--- src/rtl/core/vector_angle_unit_assert.svh ---
// Assertion macros shared by the vector angle unit RTL.
`ifndef VECTOR_ANGLE_UNIT_ASSERT_SVH
`define VECTOR_ANGLE_UNIT_ASSERT_SVH

// Checks a condition at every clock edge outside reset.
`define VAU_ASSERT(lbl, cond, msg) \
  lbl: assert property (@(posedge clk_i) disable iff (!rst_ni) (cond)) else $error(msg);

// Checks that a trigger implies a consequence in the same cycle.
`define VAU_ASSERT_IMPL(lbl, trig, cons, msg) \
  lbl: assert property (@(posedge clk_i) disable iff (!rst_ni) (trig) |-> (cons)) \
    else $error(msg);

`endif

--- src/rtl/core/vau_isqrt.sv ---
// Pipelined integer square root, one result bit per stage, with sideband.
module vau_isqrt #(
  parameter int unsigned RootW = 24,
  parameter int unsigned SideW = 1
) (
  input  logic                 clk_i,
  input  logic                 rst_ni,
  input  logic                 en_i,
  input  logic                 valid_i,
  input  logic [2*RootW-1:0]   rad_i,
  input  logic [SideW-1:0]     side_i,
  output logic                 valid_o,
  output logic [RootW-1:0]     root_o,
  output logic [SideW-1:0]     side_o
);
  localparam int unsigned RemW = RootW + 3;

  logic [RootW-1:0]   vld_q;
  logic [2*RootW-1:0] rad_q  [RootW];
  logic [RemW-1:0]    rem_q  [RootW];
  logic [RootW-1:0]   root_q [RootW];
  logic [SideW-1:0]   side_q [RootW];

  for (genvar k = 0; k < RootW; k++) begin : g_stage
    logic [2*RootW-1:0] rad_p;
    logic [RemW-1:0]    rem_p, rem_s, trial;
    logic [RootW-1:0]   root_p;
    logic [SideW-1:0]   side_p;
    logic               vld_p, ge;

    if (k == 0) begin : g_first
      assign rad_p  = rad_i;
      assign rem_p  = '0;
      assign root_p = '0;
      assign side_p = side_i;
      assign vld_p  = valid_i;
    end else begin : g_next
      assign rad_p  = rad_q[k-1];
      assign rem_p  = rem_q[k-1];
      assign root_p = root_q[k-1];
      assign side_p = side_q[k-1];
      assign vld_p  = vld_q[k-1];
    end

    // Bring down the next two radicand bits and try the next root bit.
    assign rem_s = {rem_p[RemW-3:0], rad_p[2*RootW-1-2*k -: 2]};
    assign trial = {1'b0, root_p, 2'b01};
    assign ge    = (rem_s >= trial);

    always_ff @(posedge clk_i or negedge rst_ni) begin
      if (!rst_ni) begin
        vld_q[k] <= 1'b0;
      end else if (en_i) begin
        vld_q[k] <= vld_p;
      end
    end

    always_ff @(posedge clk_i) begin
      if (en_i) begin
        rad_q[k]  <= rad_p;
        rem_q[k]  <= ge ? (rem_s - trial) : rem_s;
        root_q[k] <= {root_p[RootW-2:0], ge};
        side_q[k] <= side_p;
      end
    end
  end

  assign valid_o = vld_q[RootW-1];
  assign root_o  = root_q[RootW-1];
  assign side_o  = side_q[RootW-1];

endmodule

--- config.mk ---
export PLATFORM = sky130hd
export DESIGN_NAME = vau_isqrt
export DESIGN_NICKNAME = d
export VERILOG_FILES = /design/src/rtl/core/vector_angle_unit_assert.svh /design/src/rtl/core/vau_isqrt.sv
export SDC_FILE = /design/constraint.sdc
export NUM_CORES = 2
export LEC_CHECK = 0
export BUFFER_PORTS_ARGS = -buffer_cell sky130_fd_sc_hd__buf_2
export CORE_MARGIN = 2
export CORE_UTILIZATION = 45
export DETAILED_ROUTE_END_ITERATION = 6
export PLACE_DENSITY = 0.6
export SLEW_MARGIN = 20
export SYNTH_ARGS = -nofsm -noshare
export SYNTH_HDL_FRONTEND = slang
export SYNTH_SLANG_ARGS = --single-unit
export TNS_END_PERCENT = 20
--- constraint.sdc ---
create_clock -name clk_i -period 3.64 [get_ports clk_i]
set_input_delay 0.182 -clock clk_i [delete_from_list [all_inputs] [get_ports clk_i]]
set_output_delay 0.182 -clock clk_i [all_outputs]
set_load 0.03 [all_outputs]
# Yosys cells after proc, flatten, opt, wreduce, memory -nomap -nowiden

Memories as Yosys holds them, arrays and structs flattened.
Cells that the tools add are included.

Mux-type cells: 26
$lt $le $gt $ge: 24
Add/sub/neg operators: 24

Operators by type and width:

| operator              | count |
|---|---|
| $mux W27              | 24 |
| $ge A27 B26 Y1        | 23 |
| $sub A27 B26 Y27      | 23 |
| $sub A2 B1 Y3 const B | 1 |
| $ge A2 B1 Y1 const B  | 1 |
| $mux W1               | 2 |

Bits in writable memories: 2,400
Output and inout port bits: 26
Input bits: 53
Flip-flop bits (word level): 24
Memories: 4
Word-level logic and storage cells: 102

Memory list:

| name   | depth | bits a word | read ports | clocked after Yosys merged registers in | wr ports | RTL line        | text |
|---|---|---|---|---|---|---|---|
| rad_q  | 24    | 48          | 23         | 0                                       | 24       | vau_isqrt.sv:19 | `logic [2*RootW-1:0] rad_q [RootW];` |
| rem_q  | 24    | 27          | 23         | 0                                       | 24       | vau_isqrt.sv:20 | `logic [RemW-1:0] rem_q [RootW];` |
| root_q | 24    | 24          | 24         | 0                                       | 24       | vau_isqrt.sv:21 | `logic [RootW-1:0] root_q [RootW];` |
| side_q | 24    | 1           | 24         | 0                                       | 24       | vau_isqrt.sv:22 | `logic [SideW-1:0] side_q [RootW];` |

# Depth between registers and ports, before layout

An unclocked memory read counts as a cell.

Depth in word-level cells: 3
Depth in mapped cells: 13
Gate-level depth less buffers: 11

# Least setup slack after synthesis

OpenSTA, ideal clock, no wires.

Kind: register to register
Start point: mem rem_q[0][175] (netlist bit)
End point: mem rem_q[0][203] (netlist bit) (data pin)
Library setup time: 0.272 ns
Stages on the path, launching flop included: 10
Period minus slack after synthesis: 3.373 ns
Path slack: 0.267 ns
Buffers on the path: 1
Arrival: 3.102 ns
Data required time: 3.368 ns
Cells stage by stage: edfxtp_1 or4_1 or4b_1 or4b_1 or4_1 nor3_4 or3_1 buf_4 nor4_1 xor2_1

RTL lines:

| item            | RTL line |
|---|---|
| start, declared | vau_isqrt.sv:20 |

==> run metrics <==
vias per cell=5.29; #FFs+latches synth=1,442; Leak Pwr=28.7 nW; row cnt=140; Slew HR=41.2%; origin of the critical flop-to-flop path=rem_q[1][163]$_DFFE_PP_; Area Growth Syn to Fin=13.4%; Die X=387 µm; vias in the first global route=37.9k; Final Hold Fails=0; post-synthesis cell area=0.0661 mm²; Antenna Nets Post-Route=0; minimum clock period=3.43 ns; CP Data Arrival Time=3.93 ns; TritonCTS Buffers=158; I/O pin count=79; post-synthesis area per instance=13.2 µm²; chip height=387 µm; routed wire length=124,000 µm; Core Area=0.146 mm²; postcts setup bufs=0; Routed WL per cell=16.9 µm; iteration count of the initial detailed-routing pass=7; # clock sinks=1,442; Synth cell types=83; Req. time, crit path=4.14 ns; Highest Clock Rate=292 MHz; via count=38.8k; EDFF count, synth=1,418; clock tree root buffer cell=clkbuf_16; largest net degree at the start of global routing=109; count leader, synth=edfxtp_1; Synth top cells by count=edfxtp_1 (1,418), inv_1 (398), ha_1 (325), nand2_1 (314), a21oi_1 (306); Yosys warning count=0; Worst Skew=0.0250 ns; PnR Total Power=45.9 mW; Worst Reg-to-Reg Cells=9; DR iter-0 viols=2,262; drt drc=0; CP Class=register to register; Synth Flop Type=edfxtp_1; post-synth top area share=64.4%; I/O Buffers=78; layout cell share with drive strength beyond 1=9.21%; clk slew on worst S/H paths=0.06 ns; gpl congestion=0.866; DP HPWL=87,200 µm; initial antenna violation count=1; Hold Crit Class=primary input to asynchronous set/reset pin; R2R Setup Slk=0.21 ns; first-pass GRT wire length=198,000 µm; outcome=complete, no violations; RSZ-0062 raised after global routing=no; n_diodes=0; TritonCTS clock tree=built; Worst-Margin Slew=0.871 ns; CP startpoint kind=register; Starting Density=45.4%; Synthesized Nets=5,392; P per Cell Area=612 mW/mm²; Fill cells=12.4k; Core Util, Final=51.5%; Async SR Flop Fraction=1.66%; max cap viols=0; Overflow after GRT=0; final setup vio count=0; post-synthesis sequential area ratio=65.3%; Tot GR Track Use=16.3%; setup tns final=0 ns; die area=0.150 mm²; Slew Limit Fails=0; leading area contributor after synthesis=edfxtp_1; Cells after Synth=5,014; clock latency of the later-clocked register in the worst-skew pair=0.76 ns; NumNets Final=5,662; H-tree levels=4; CTS max path bufs=3; worst vdd ir=429 µV; R2R Path End=rem_q[1][198]$_DFFE_PP_; Worst setup EP type=register; worst-path fanout max=31; synth top area cells=edfxtp_1 (64%), ha_1 (6.1%), xor2_1 (2.9%); Final period util=94.1%
-- sequential cells by signal, summed over array words and instances (netlist names) --
register       count
rem_q            542
root_q           300
side_q            24
g_stage.vld_p     23
valid_o            1
rad_q            552
-- through the flow --
stage	setup slack (ns)	hold slack (ns)	cell area (µm²)	cells
2_1_floorplan	0.267	-0.114	66100	5014
3_3_place_gp	0.191	0.182	69400	6987
3_5_place_dp	0.168	0.189	69400	6987
4_1_cts	0.137	0.0515	75000	7327
5_1_grt	0.0354	0.0512	75000	7327
6_report	0.213	0.0229	75000	7327
-- layout by cell type (no fill, tap or decap), types with 61 or more instances in the layout --
cell type	count
a21o_1	106
a21oi_1	305
buf_2	78
buf_4	62
clkbuf_16	163
edfxtp_1	1418
ha_1	325
inv_1	398
nand2_1	314
nand2b_1	61
nand3_1	75
nor2_1	302
nor3_1	120
o21a_1	62
o21ai_0	255
or3_1	64
xnor2_1	218
xor2_1	222
-- cell type report --
class | instances | area [µm²] | area share, %
sequential | 1442 | 43200 | 57.6
multi-input combinational | 3071 | 21100 | 28.1
clock buffer | 193 | 4200 | 5.60
tap | 1917 | 2400 | 3.20
timing repair buffer | 211 | 1750 | 2.33
inverter | 400 | 1500 | 2.00
clock inverter | 93 | 875 | 1.17
-- layer usage --
layer	GRT usage (%)	wire [µm]	up-vias
met5	0	0	-
li1	-	-	19200
met2	27.3	59200	765
met4	6.10	4050	0
met3	3.01	5470	265
met1	21.1	54800	18600
-- report_power, final --
| part | total (mW) | internal [mW] | leakage, nW | switching [mW] |
|---|---|---|---|---|
| Sequential | 22.2 | 20.9 | 13.9 | 1.30 |
| Combinational | 8.16 | 3.56 | 12.3 | 4.60 |
| Clock | 15.6 | 9.15 | 2.47 | 6.43 |
| Total | 45.9 | 33.6 | 28.7 | 12.3 |
-- timing repair --
item | CTS | global route
resized for setup | 0 | 3
hold buffers | 54 | 0
setup endpoints to repair | 0 | 9
hold endpoints to repair | 148 | 0
-- worst max-delay path, cell delays in order (launching register included) --
cell and delay [ns]:
edfxtp_1 0.39, ha_1 0.36, nor3_1 0.27, a2111oi_1 0.11
o21a_1 0.21, o311ai_0 0.73, o221a_2 0.41, buf_4 0.31
inv_1 0.10, mux2_2 0.28
-- logic make-up (layout without fill, tap and decap cells) --
| family | Yosys count | after routing | share of synthesized area (%) |
|---|---|---|---|
| AO/OA/AOI/OAI | 982 | 982 | 9.21 |
| XOR/XNOR | 440 | 440 | 5.83 |
| adder cells (fa/ha/maj) | 325 | 325 | 6.15 |
| buffers and inverters | 501 | 897 | 2.87 |
| flip-flops | 1442 | 1442 | 65.3 |
| multiplexers | 67 | 67 | 1.13 |
| other | 1 | 1 | 0.00567 |
| AND/OR/NAND/NOR | 1256 | 1256 | 9.54 |
-- how the worst max path moves through the flow --
| stage | from | end | slack, ns | cells after the start |
|---|---|---|---|---|
| 2_1_floorplan | rem_q[0][175]$_DFFE_PP_ | rem_q[0][203]$_DFFE_PP_ | 0.27 | 9 |
| 3_3_place_gp | rem_q[0][178]$_DFFE_PP_ | rem_q[0][205]$_DFFE_PP_ | 0.19 | 8 |
| 3_5_place_dp | rem_q[0][178]$_DFFE_PP_ | rem_q[0][209]$_DFFE_PP_ | 0.17 | 8 |
| 4_1_cts | rem_q[0][175]$_DFFE_PP_ | rem_q[0][213]$_DFFE_PP_ | 0.14 | 8 |
| 5_1_grt | rem_q[1][163]$_DFFE_PP_ | rem_q[1][198]$_DFFE_PP_ | 0.04 | 9 |
| 6_report | rem_q[1][163]$_DFFE_PP_ | rem_q[1][198]$_DFFE_PP_ | 0.21 | 9 |
Note: power is estimated with default switching activity, not from simulation.
